--- src/design/lpsb_pkg.sv ---
`timescale 1ns / 1ps
package lpsb_pkg;

    localparam int PIXELS   = 64;
    localparam int ADDR_W   = (PIXELS > 1) ? $clog2(PIXELS) : 1;
    localparam int COUNT_W  = 7;
    localparam int CHAN_W   = 8;
    localparam int RGB_W    = 3 * CHAN_W;
    localparam int S_DATA_W = 40;
    localparam int M_DATA_W = 56;
    localparam int CFG_IDX_W  = 1;
    localparam int CFG_DATA_W = 8;

    localparam logic [COUNT_W-1:0] COUNT_RST  = 7'd64;
    localparam logic [CHAN_W-1:0]  GLOBAL_RST = 8'd255;
    localparam logic [CHAN_W-1:0]  LEVEL_RST  = 8'd255;

    localparam logic [CFG_IDX_W-1:0] REG_LED_COUNT  = 1'd0;
    localparam logic [CFG_IDX_W-1:0] REG_GLOBAL_BRI = 1'd1;

    typedef enum logic [1:0] {
        CMD_SET_COLOUR = 2'd0,
        CMD_SET_LEVEL  = 2'd1,
        CMD_FADE       = 2'd2,
        CMD_READ       = 2'd3
    } cmd_t;

    typedef enum logic [3:0] {
        ST_IDLE,
        ST_EXEC,
        ST_WALK,
        ST_FADE_RD,
        ST_FADE_WR,
        ST_LOOK,
        ST_LOAD,
        ST_SCALE,
        ST_DONE
    } state_t;

    typedef struct packed {
        logic              col_we;
        logic              lvl_we;
        logic [ADDR_W-1:0] wr_addr;
        logic [RGB_W-1:0]  col_wdata;
        logic [CHAN_W-1:0] lvl_wdata;
        logic              rd_en;
        logic [ADDR_W-1:0] rd_addr;
    } store_req_t;

    typedef struct packed {
        logic busy;
        logic done;
    } scale_stat_t;

endpackage

--- src/design/lpsb_store.sv ---
`timescale 1ns / 1ps
module lpsb_store (
    input  logic                    aclk,
    input  logic                    aresetn,
    input  lpsb_pkg::store_req_t    req,
    input  logic                    clear,
    output logic [lpsb_pkg::RGB_W-1:0]  col_rdata,
    output logic [lpsb_pkg::CHAN_W-1:0] lvl_rdata
);
    import lpsb_pkg::*;

    logic [RGB_W-1:0]  col_mem_reg [PIXELS];
    logic [CHAN_W-1:0] lvl_mem_reg [PIXELS];
    logic [PIXELS-1:0] col_vld_reg;
    logic [PIXELS-1:0] lvl_vld_reg;
    logic [RGB_W-1:0]  col_q_reg;
    logic [CHAN_W-1:0] lvl_q_reg;
    logic              col_hit_reg;
    logic              lvl_hit_reg;

    always_ff @(posedge aclk) begin
        if (req.col_we) begin
            col_mem_reg[req.wr_addr] <= req.col_wdata;
        end
        if (req.lvl_we) begin
            lvl_mem_reg[req.wr_addr] <= req.lvl_wdata;
        end
        if (req.rd_en) begin
            col_q_reg <= col_mem_reg[req.rd_addr];
            lvl_q_reg <= lvl_mem_reg[req.rd_addr];
        end
    end

    always_ff @(posedge aclk) begin
        if (!aresetn || clear) begin
            col_vld_reg <= '0;
            lvl_vld_reg <= '0;
        end else begin
            if (req.col_we) begin
                col_vld_reg[req.wr_addr] <= 1'b1;
            end
            if (req.lvl_we) begin
                lvl_vld_reg[req.wr_addr] <= 1'b1;
            end
        end
    end

    always_ff @(posedge aclk) begin
        if (!aresetn) begin
            col_hit_reg <= 1'b0;
            lvl_hit_reg <= 1'b0;
        end else if (req.rd_en) begin
            col_hit_reg <= col_vld_reg[req.rd_addr];
            lvl_hit_reg <= lvl_vld_reg[req.rd_addr];
        end
    end

    assign col_rdata = col_hit_reg ? col_q_reg : '0;
    assign lvl_rdata = lvl_hit_reg ? lvl_q_reg : LEVEL_RST;

endmodule

--- src/design/lpsb_scale.sv ---
`timescale 1ns / 1ps
module lpsb_scale (
    input  logic                        aclk,
    input  logic                        aresetn,
    input  logic                        start,
    input  logic [lpsb_pkg::CHAN_W-1:0] glob,
    input  logic [lpsb_pkg::CHAN_W-1:0] local_lvl,
    input  logic [lpsb_pkg::RGB_W-1:0]  rgb,
    output logic [lpsb_pkg::RGB_W-1:0]  shown,
    output lpsb_pkg::scale_stat_t       stat
);
    import lpsb_pkg::*;

    localparam int BASE_W = 2 * CHAN_W + 1;
    localparam int MULB_W = CHAN_W + 1;
    localparam int PROD_W = BASE_W + MULB_W;

    logic              busy_reg;
    logic [1:0]        step_reg;
    logic [BASE_W-1:0] base_reg;
    logic [CHAN_W-1:0] red_reg;
    logic [CHAN_W-1:0] green_reg;
    logic [CHAN_W-1:0] blue_reg;
    logic [BASE_W-1:0] mul_a;
    logic [MULB_W-1:0] mul_b;
    logic [PROD_W-1:0] mul_p;
    logic [MULB_W-1:0] glob_p1;

    assign glob_p1 = {1'b0, glob} + MULB_W'(1);

    always_comb begin
        case (step_reg)
            2'd0: begin
                mul_a = BASE_W'(local_lvl);
                mul_b = glob_p1;
            end
            2'd1: begin
                mul_a = base_reg;
                mul_b = MULB_W'(rgb[3*CHAN_W-1:2*CHAN_W]);
            end
            2'd2: begin
                mul_a = base_reg;
                mul_b = MULB_W'(rgb[2*CHAN_W-1:CHAN_W]);
            end
            default: begin
                mul_a = base_reg;
                mul_b = MULB_W'(rgb[CHAN_W-1:0]);
            end
        endcase
        mul_p = PROD_W'(mul_a) * PROD_W'(mul_b);
    end

    always_ff @(posedge aclk) begin
        if (!aresetn) begin
            busy_reg <= 1'b0;
            step_reg <= 2'd0;
        end else if (start) begin
            busy_reg <= 1'b1;
            step_reg <= 2'd0;
        end else if (busy_reg) begin
            step_reg <= step_reg + 2'd1;
            if (step_reg == 2'd3) begin
                busy_reg <= 1'b0;
            end
        end
    end

    always_ff @(posedge aclk) begin
        if (busy_reg) begin
            case (step_reg)
                2'd0:    base_reg  <= mul_p[BASE_W-1:0];
                2'd1:    red_reg   <= mul_p[2*CHAN_W+CHAN_W-1:2*CHAN_W];
                2'd2:    green_reg <= mul_p[2*CHAN_W+CHAN_W-1:2*CHAN_W];
                default: blue_reg  <= mul_p[2*CHAN_W+CHAN_W-1:2*CHAN_W];
            endcase
        end
    end

    assign shown     = {red_reg, green_reg, blue_reg};
    assign stat.busy = busy_reg;
    assign stat.done = busy_reg && (step_reg == 2'd3);

endmodule

--- src/design/led_pixel_store_with_brightness_top.sv ---
`timescale 1ns / 1ps
// Store of 64 LED pixels, each with an RGB colour and its own brightness,
// commanded one word at a time; every command returns one word reporting the
// addressed LED, including its shown colour colour*(global+1)*level>>16.
// Single-LED writes and reads pass through the execute, look-up, load, scale
// and done states; the next word is accepted in the cycle after the result is
// loaded. A broadcast write steps through the LEDs in use and a fade reads
// then writes each of them, set by the single write port of each store
// memory. The shown colour comes from one shared multiplier used four times.
// A result held back by the output stalls the block until it is taken.
// Writing led_count clears the store at once; the configuration port is
// always ready and is to be written only while no command is in progress.
module led_pixel_store_with_brightness_top (
    input  logic                             aclk,
    input  logic                             aresetn,
    input  logic                             s_tvalid,
    output logic                             s_tready,
    // index, red, green, blue, level, zero pad
    input  logic [lpsb_pkg::S_DATA_W-1:0]    s_tdata,
    // cmd
    input  logic [1:0]                       s_tuser,
    output logic                             m_tvalid,
    input  logic                             m_tready,
    // stored_red, stored_green, stored_blue, led_level,
    // shown_red, shown_green, shown_blue
    output logic [lpsb_pkg::M_DATA_W-1:0]    m_tdata,
    // ok
    output logic                             m_tuser,
    input  logic                             cfg_valid,
    output logic                             cfg_ready,
    input  logic [lpsb_pkg::CFG_IDX_W-1:0]   cfg_index,
    input  logic [lpsb_pkg::CFG_DATA_W-1:0]  cfg_data
);
    import lpsb_pkg::*;

    state_t             state_reg;
    state_t             state_next;
    logic [ADDR_W-1:0]  cnt_reg;
    logic [ADDR_W-1:0]  cnt_next;
    cmd_t               cmd_reg;
    logic [COUNT_W-1:0] idx_reg;
    logic [RGB_W-1:0]   rgb_reg;
    logic [CHAN_W-1:0]  lvl_reg;
    logic [COUNT_W-1:0] count_reg;
    logic [CHAN_W-1:0]  glob_reg;
    logic               m_tvalid_reg;
    logic [M_DATA_W-1:0] m_tdata_reg;
    logic               m_tuser_reg;

    store_req_t         sreq;
    logic               store_clear;
    logic [RGB_W-1:0]   col_rdata;
    logic [CHAN_W-1:0]  lvl_rdata;
    logic               sc_start;
    scale_stat_t        sc_stat;
    logic [RGB_W-1:0]   shown;

    logic [COUNT_W-1:0] n_use;
    logic [COUNT_W-1:0] n_m1;
    logic [COUNT_W-1:0] idx_m1;
    logic [ADDR_W-1:0]  addr;
    logic               idx_ok;
    logic               n_nz;
    logic               ok;
    logic               out_load;
    logic [CHAN_W-1:0]  faded;
    logic               s_acc;
    logic               cfg_acc;

    assign s_acc   = s_tvalid && s_tready;
    assign cfg_acc = cfg_valid && cfg_ready;
    assign cfg_ready   = 1'b1;
    assign store_clear = cfg_acc && (cfg_index == REG_LED_COUNT);

    assign n_use  = (int'(count_reg) > PIXELS) ? COUNT_W'(PIXELS) : count_reg;
    assign n_m1   = n_use - COUNT_W'(1);
    assign n_nz   = (n_use != '0);
    assign idx_m1 = idx_reg - COUNT_W'(1);
    assign addr   = idx_m1[ADDR_W-1:0];
    assign idx_ok = (idx_reg != '0) && (idx_reg <= n_use);
    assign faded  = (lvl_rdata >= lvl_reg) ? (lvl_rdata - lvl_reg) : '0;

    always_comb begin
        case (cmd_reg)
            CMD_SET_COLOUR, CMD_SET_LEVEL: ok = ((idx_reg == '0) && n_nz) || idx_ok;
            CMD_FADE:                      ok = n_nz;
            default:                       ok = idx_ok;
        endcase
    end

    always_comb begin
        state_next     = state_reg;
        cnt_next       = cnt_reg;
        sreq           = '0;
        sreq.col_wdata = rgb_reg;
        sreq.lvl_wdata = lvl_reg;
        sc_start       = 1'b0;
        out_load       = 1'b0;
        case (state_reg)
            ST_IDLE: begin
                if (s_acc) begin
                    state_next = ST_EXEC;
                end
            end
            ST_EXEC: begin
                cnt_next   = '0;
                state_next = ST_LOOK;
                if (cmd_reg == CMD_SET_COLOUR || cmd_reg == CMD_SET_LEVEL) begin
                    if (idx_reg == '0 && n_nz) begin
                        state_next = ST_WALK;
                    end else if (idx_ok) begin
                        sreq.col_we  = (cmd_reg == CMD_SET_COLOUR);
                        sreq.lvl_we  = (cmd_reg == CMD_SET_LEVEL);
                        sreq.wr_addr = addr;
                    end
                end else if (cmd_reg == CMD_FADE && n_nz) begin
                    state_next = ST_FADE_RD;
                end
            end
            ST_WALK: begin
                sreq.col_we  = (cmd_reg == CMD_SET_COLOUR);
                sreq.lvl_we  = (cmd_reg == CMD_SET_LEVEL);
                sreq.wr_addr = cnt_reg;
                cnt_next     = cnt_reg + ADDR_W'(1);
                if (cnt_reg == n_m1[ADDR_W-1:0]) begin
                    state_next = ST_LOOK;
                end
            end
            ST_FADE_RD: begin
                sreq.rd_en   = 1'b1;
                sreq.rd_addr = cnt_reg;
                state_next   = ST_FADE_WR;
            end
            ST_FADE_WR: begin
                sreq.lvl_we    = 1'b1;
                sreq.wr_addr   = cnt_reg;
                sreq.lvl_wdata = faded;
                cnt_next       = cnt_reg + ADDR_W'(1);
                state_next     = (cnt_reg == n_m1[ADDR_W-1:0]) ? ST_LOOK : ST_FADE_RD;
            end
            ST_LOOK: begin
                sreq.rd_en   = 1'b1;
                sreq.rd_addr = addr;
                state_next   = ST_LOAD;
            end
            ST_LOAD: begin
                sc_start   = 1'b1;
                state_next = ST_SCALE;
            end
            ST_SCALE: begin
                if (sc_stat.done) begin
                    state_next = ST_DONE;
                end
            end
            ST_DONE: begin
                if (!m_tvalid_reg || m_tready) begin
                    out_load   = 1'b1;
                    state_next = ST_IDLE;
                end
            end
            default: begin
                state_next = ST_IDLE;
            end
        endcase
    end

    always_ff @(posedge aclk) begin
        if (!aresetn) begin
            state_reg <= ST_IDLE;
            cnt_reg   <= '0;
        end else begin
            state_reg <= state_next;
            cnt_reg   <= cnt_next;
        end
    end

    always_ff @(posedge aclk) begin
        if (s_acc) begin
            cmd_reg <= cmd_t'(s_tuser);
            idx_reg <= s_tdata[6:0];
            rgb_reg <= {s_tdata[14:7], s_tdata[22:15], s_tdata[30:23]};
            lvl_reg <= s_tdata[38:31];
        end
    end

    always_ff @(posedge aclk) begin
        if (!aresetn) begin
            count_reg <= COUNT_RST;
            glob_reg  <= GLOBAL_RST;
        end else if (cfg_acc) begin
            case (cfg_index)
                REG_LED_COUNT:  count_reg <= cfg_data[COUNT_W-1:0];
                REG_GLOBAL_BRI: glob_reg  <= cfg_data;
                default: ;
            endcase
        end
    end

    always_ff @(posedge aclk) begin
        if (!aresetn) begin
            m_tvalid_reg <= 1'b0;
        end else if (out_load) begin
            m_tvalid_reg <= 1'b1;
        end else if (m_tready) begin
            m_tvalid_reg <= 1'b0;
        end
    end

    always_ff @(posedge aclk) begin
        if (out_load) begin
            m_tuser_reg <= ok;
            if (idx_ok) begin
                m_tdata_reg <= {shown[CHAN_W-1:0], shown[2*CHAN_W-1:CHAN_W],
                                shown[RGB_W-1:2*CHAN_W], lvl_rdata,
                                col_rdata[CHAN_W-1:0], col_rdata[2*CHAN_W-1:CHAN_W],
                                col_rdata[RGB_W-1:2*CHAN_W]};
            end else begin
                m_tdata_reg <= '0;
            end
        end
    end

    assign s_tready = (state_reg == ST_IDLE);
    assign m_tvalid = m_tvalid_reg;
    assign m_tdata  = m_tdata_reg;
    assign m_tuser  = m_tuser_reg;

    lpsb_store u_store (
        .aclk      (aclk),
        .aresetn   (aresetn),
        .req       (sreq),
        .clear     (store_clear),
        .col_rdata (col_rdata),
        .lvl_rdata (lvl_rdata)
    );

    lpsb_scale u_scale (
        .aclk      (aclk),
        .aresetn   (aresetn),
        .start     (sc_start),
        .glob      (glob_reg),
        .local_lvl (lvl_rdata),
        .rgb       (col_rdata),
        .shown     (shown),
        .stat      (sc_stat)
    );

`ifndef SYNTHESIS
    a_acc_exec: assert property (@(posedge aclk) disable iff (!aresetn)
        s_acc |=> (state_reg == ST_EXEC))
        else $error("accepted word did not start execution");

    a_walk_bound: assert property (@(posedge aclk) disable iff (!aresetn)
        (state_reg == ST_WALK || state_reg == ST_FADE_WR) |->
            (COUNT_W'(cnt_reg) < n_use))
        else $error("walk counter past count in use");

    a_scale_idle: assert property (@(posedge aclk) disable iff (!aresetn)
        sc_start |-> !sc_stat.busy)
        else $error("scale unit restarted while busy");

    a_nok_zero: assert property (@(posedge aclk) disable iff (!aresetn)
        (m_tvalid && !m_tuser) |-> (m_tdata == '0))
        else $error("failed command reports nonzero fields");
`endif

endmodule

--- config.mk ---
export PLATFORM = sky130hd
export DESIGN_NAME = led_pixel_store_with_brightness_top
export DESIGN_NICKNAME = d
export VERILOG_FILES = /design/src/design/lpsb_pkg.sv /design/src/design/lpsb_store.sv /design/src/design/lpsb_scale.sv /design/src/design/led_pixel_store_with_brightness_top.sv
export SDC_FILE = /design/constraint.sdc
export NUM_CORES = 2
export LEC_CHECK = 0
export BUFFER_PORTS_ARGS = -buffer_cell sky130_fd_sc_hd__buf_4
export CELL_PAD_IN_SITES_DETAIL_PLACEMENT = 0
export CELL_PAD_IN_SITES_GLOBAL_PLACEMENT = 1
export CORE_MARGIN = 2
export CORE_UTILIZATION = 57
export DETAILED_ROUTE_END_ITERATION = 8
export HOLD_SLACK_MARGIN = 0.08
export PLACE_DENSITY = 0.93
export SLEW_MARGIN = 20
export SYNTH_ARGS = -nofsm -noshare
export SYNTH_HDL_FRONTEND = slang
export SYNTH_SLANG_ARGS = --single-unit
export TNS_END_PERCENT = 50
--- constraint.sdc ---
create_clock -name aclk -period 12.3 [get_ports aclk]
set_input_delay 0.615 -clock aclk [delete_from_list [all_inputs] [get_ports aclk]]
set_output_delay 0.615 -clock aclk [all_outputs]
set_load 0.01 [all_outputs]
Yosys cells after proc, flatten, opt, wreduce, memory -nomap -nowiden
Memories as Yosys holds them, arrays and structs flattened. A register that Yosys moved wholly into a read port is not among the register bits.
Cells that the tools add are included.
- order comparisons: 6
- $mul: 1
- multiplexer cells: 42
- add/sub/neg operators: 6
- bitwise logic cells: 5
- reduce and logical (&&, ||, !) cells: 32
- eq/ne operators: 18
- operators by type and width (operator ; count):
    $or A64 B64 Y64 ; 2
    $mux W8 ; 6
    $pmux W4 S9 ; 1
    $pmux W9 S3 ; 1
    $mul A17 B9 Y24 ; 1
    $mux W24 ; 1
    $pmux W7 S3 ; 1
    $mux W4 ; 5
    $mux W17 ; 1
    $eq A4 B3 Y1 const B ; 4
    $mux W1 ; 15
    $lt A6 B7 Y1 const B ; 2
    $pmux W7 S2 ; 1
    $reduce_bool A7 Y1 ; 2
    $bmux W1 S6 ; 2
    $pmux W6 S2 ; 1
    $reduce_and A2 Y1 ; 6
    $sub A6 B1 Y6 const B ; 2
    $add A8 B1 Y9 const B ; 1
    $mux W3 ; 3
    $eq A4 B2 Y1 const B ; 2
    $ge A8 B8 Y1 ; 1
    $sub A8 B8 Y8 ; 1
    $gt A7 B7 Y1 const B ; 1
    25 further kinds ; 47
- bits in registers: 298
- memories kept: 2
- bits of input ports: 56
- output and inout bits: 60
- bits in writable memories: 2048
- memory list (memory ; depth ; bits a word ; read ports ; clocked after memory_dff ; write ports ; line ; text):
    u_store.col_mem_reg ; 64 ; 24 ; 1 ; 1 ; 1 ; lpsb_store.sv:12 ; logic [RGB_W-1:0] col_mem_reg [PIXELS];
    u_store.lvl_mem_reg ; 64 ; 8 ; 1 ; 1 ; 1 ; lpsb_store.sv:13 ; logic [CHAN_W-1:0] lvl_mem_reg [PIXELS];

Depth between registers and ports, before layout
- word-level depth: 13
- depth in mapped cells: 26

Modules after synthesis
From an unflattened synthesis, not the netlist that was laid out.
- cells, all modules: 4665
- area total of the unflattened synthesis: 96154.7 sq um
- by module, submodules not included (module ; area each (sq um) ; cells an instance ; seq. area each (sq um) ; instances):
    lpsb_store ; 84004.3 ; 3511 ; 65062.4 ; 1
    lpsb_scale ; 6493.7 ; 684 ; 1291.2 ; 1
    led_pixel_store_with_brightness_top ; 5656.7 ; 470 ; 3463.3 ; 1

Worst setup path before layout
Ideal clock, no wire load.
- kind: reg2reg
- start point: reg u_store.lvl_hit_reg
- end point: mem u_store.lvl_mem_reg[0][2], data pin
- path slack: 5.635 ns
- required time: 11.393 ns
- data arrival time: 5.758 ns
- stages on the path, launching flop included: 12
- path buffers: 0
- library setup time: 0.907 ns
- cells stage by stage: dfxtp_1 nor2b_1 ha_1 fa_1 nor2b_1 o21ai_0 a21boi_0 o21a_1 nor2_1 o21ai_0 a31oi_1 o41ai_1
- RTL lines (element ; line ; text):
    start: declaration ; lpsb_store.sv:19 ; logic lvl_hit_reg;
    start signal: assignment ; lpsb_store.sv:54 ; lvl_hit_reg <= lvl_vld_reg[req.rd_addr];
    end: declaration ; lpsb_store.sv:13 ;

Worst setup path in the final report
- start point: reg u_scale.step_reg[0]
- end point: reg u_scale.blue_reg[6], data pin
- cells in the longest elaborated chain, start to end: 3
- ends and longest elaborated chain (element ; line ; text):
    start: declaration ; lpsb_scale.sv:19 ; logic [1:0] step_reg;
    start signal: assignment ; lpsb_scale.sv:61 ; step_reg <= step_reg + 2'd1;
    $eq A2 B2 Y1 (tied with other cells) ; lpsb_scale.sv:32 ; case (step_reg)
    $pmux W9 S3 or $mux W17 (tied branches) ; lpsb_scale.sv:32 ;
    $mul A17 B9 Y24 * ; lpsb_scale.sv:50 ; mul_p = PROD_W'(mul_a) * PROD_W'(mul_b);
    named net u_scale.mul_p[22] ; lpsb_scale.sv:26 ; logic [PROD_W-1:0] mul_p;
    end signal: assignment ; lpsb_scale.sv:74 ; default: blue_reg <= mul_p[2*CHAN_W+CHAN_W-1:2*CHAN_W];
    end: declaration ; lpsb_scale.sv:23 ; logic [CHAN_W-1:0] blue_reg;
The timed path passes the listed nets; every way through them passes the cells marked *.
A chain may end at the register's enable or synchronous reset.

==> out/results.ini <==
[yosys]
synth.distinct_cells = 74
ys_ff_latch = 2378
synth.avg_cell_area_sq_um = 13.1
synth_enable_flop_cells = 2219
synth.top_cell.area_share_pct = 67.2
syn_inst = 7555
synth_top_area_cell = edfxtp_1
yosys_most_used_dff = edfxtp_1
synth.area.top_cells = edfxtp_1 67%, nand2_1 7.8%, dfxtp_1 3.2%, and3_1 3.1%, a311oi_1 3.0%
yosysWarnings = 0
yosysSeqAreaShare_pct = 70.5
async_flop_share_pct = 0
netlist_area_sq_um = 99100

[timing]
finalClockSkew_ps = 36.1
grt_setup_unrepaired = false
fmaxAchievable_mhz = 144
relSlewSlack_pct = 16.6
setup_viol = 0
period_needed_ps = 6960
fin_crit_sh_pct = 56.6
worst_pin_slew_ps = 1240
worst_slack_ps = 5340
finalHoldViolations = 0
final_max_slew_viol_count = 0
final.setup.tns_ps = 0

[place]
place_ws_ps = 5440
place_congestion = 0.881
port_buffers = 113
dpl.hpwl_mm = 147
dp_cells = 9671

[clock_tree]
insertion_delay_ps = 850
htreeDepth = 4
cts_made_buffers = 213
path_clk_slew_ps = 60
tritoncts = yes
cts_resized = 0
cts_max_path_buffers = 3
clock_sinks = 2378
root_buffer = clkbuf_16

[global_routing]
grt-ovfl-total = 0
grt_max_degree = 209
antenna_found_initial = 9
grt_pass1_vias = 62200
grt_pass1_wl_mm = 386
groute.usage.overall_pct = 29.0

[detailed_routing]
via_count = 64500
dr.pass1.iters = 9
drcViolationCount = 0
drt.antenna.violating_nets = 0
wl_per_cell_microns = 25.9
vias_per_cell = 6.37
routed_wl_mm = 262
drtIter0Drc = 10200

[critical_path]
crit_type = reg2reg
critPathMaxFanout = 17
crit_arrival_ps = 7520
crit_slowest_cell = a21oi_2
cp-end-kind = register
path_delay_family = adder cells
critPathRequiredTime_ps = 12860
max_stage_delay_ps = 760
critPathLaunchType = register
worstPathCellList = ha_1 -> inv_1 -> nand2_1 -> nor2_1 -> a21oi_2 -> nand2b_1 -> fa_1 -> fa_1 -> inv_1 -> fa_1 -> inv_1 -> fa_1 -> inv_1 -> ha_1 -> o21a_1 -> o31a_1 -> o41ai_1 -> o211ai_1 -> nand2_1 -> o2111ai_1 -> a21oi_1 -> xnor2_1
critPathBufInv = 4

[pwr]
p_leak_nw = 38.7
p_per_area_nw_per_um2 = 163
p_total_mw = 18.0
vdd_drop_max_mv = 0.205

[floorplanning]
num_rows = 153
dieWidth_microns = 421
die_h_microns = 421
dieArea_sq_um = 177000
io_pins = 116
coreArea_sq_um = 173000
start_util_pct = 57.2

[layout]
largest_reg_flops = 1536
final_net_count = 7835
drive_gt1_share_pct = 10.1
instances_no_fill = 10100
multi_input_area_sq_um = 27000
fill_cells = 11900
synthToLayoutAreaGrowth_pct = 11.1
seqCellArea_sq_um = 69800

[hold_path]
hp-class = in2reg

[status]
status = finished clean

[job]
cap_violations = 0

## layout make-up
type | instances | share of cell area, %
antenna | 2 | 0.00454
sequential | 2378 | 63.4
clock inverter | 116 | 1.09
clock buffer | 287 | 5.36
multi-input combinational | 4522 | 24.5
tap | 2325 | 2.64
inverter | 162 | 0.552
timing repair buffer | 333 | 2.46
## worst paths after layout
check                                                to  slack (ps)                    start  cells past startpoint
worst min register to register  u_store.lvl_vld_reg[31]         460  u_store.lvl_vld_reg[31]                      2
worst max register to register      u_scale.blue_reg[6]        5340      u_scale.step_reg[0]                     22
worst min-delay path                        glob_reg[3]         160                  aresetn                      2
worst max-delay path                u_scale.blue_reg[6]        5340      u_scale.step_reg[0]                     22
## cells in the mapped netlist (14+ instances only)
master	instances
nand3_1	118
a32oi_1	34
clkbuf_1	274
nor2_1	260
nor4_1	31
o21ai_0	84
fa_1	106
and2_1	38
nor2b_1	34
buf_2	170
xnor2_1	26
a21oi_1	165
o211ai_1	14
a221oi_1	25
buf_1	39
buf_4	16
o21a_1	107
a311oi_1	345
nand2_1	2051
inv_1	161
mux4_2	63
edfxtp_1	2219
a31oi_1	44
dfxtp_1	159
a21o_1	20
nand2b_1	36
ha_1	63
a311o_1	59
and3_1	486
xor2_1	16
nand4_1	17
nor3_1	139
## layout by cell type (no fill, tap or decap), drive strengths merged, types with 31 or more instances in the layout
cell type | Yosys | final
inv | 161 | 171
nor4 | 31 | 31
a31oi | 44 | 44
a311oi | 345 | 345
nand3 | 124 | 124
dfxtp | 159 | 159
buf | 225 | 284
and2 | 38 | 38
a32oi | 37 | 37
nor2b | 34 | 34
nor3 | 140 | 140
ha | 63 | 63
and3 | 486 | 486
a311o | 59 | 59
nor2 | 262 | 262
clkinv | 1 | 79
clkbuf | 274 | 287
o21ai | 91 | 91
mux4 | 63 | 63
nand2 | 2053 | 2053
edfxtp | 2219 | 2219
nand2b | 36 | 36
a21oi | 166 | 166
fa | 106 | 106
dlygate4sd3 | 0 | 49
o21a | 107 | 107
## logic make-up after synthesis
group	count (synthesis)	share of synthesized area (%)
other	2	0.00758
buffers and inverters	661	2.78
DFF	2378	70.5
muxes	74	1.54
xor gates and xnor gates	42	0.371
and+or+nand+nor	3246	14.4
adders and majority gates	169	2.94
AOI/OAI and AO/OA	983	7.51
## metal layers
layer  routed length [microns]  vias to the layer above  GRT usage (%)
met1                     96500                    31700           40.2
met5                        44                        -              0
met2                    120000                     4301           44.5
met3                     34600                      579           6.94
met4                     10900                        8           11.9
li1                          -                    27900              -
## report_power, final
group | internal (mW) | switching, mW | total, mW
clock network | 3.83 | 2.90 | 6.73
registers | 9.05 | 0.0263 | 9.07
logic | 0.811 | 1.37 | 2.18
total | 13.7 | 4.30 | 18.0
## stage by stage
step / hold WS [ps] / utilization, % / area (sq um)
2_1_floorplan: 420 / - / 99100
3_3_place_gp: 437 / 59.2 / 103000
3_5_place_dp: 443 / 59.2 / 103000
4_1_cts: 107 / 63.6 / 110000
5_1_grt: 143 / 63.6 / 110000
6_report: 155 / 63.6 / 110000
## repair_timing
action,CTS,global route
endpoints found under the hold margin,56,0
hold buffers,49,0
setup buffers,0,0
Note: power is estimated with default switching activity, not from simulation.
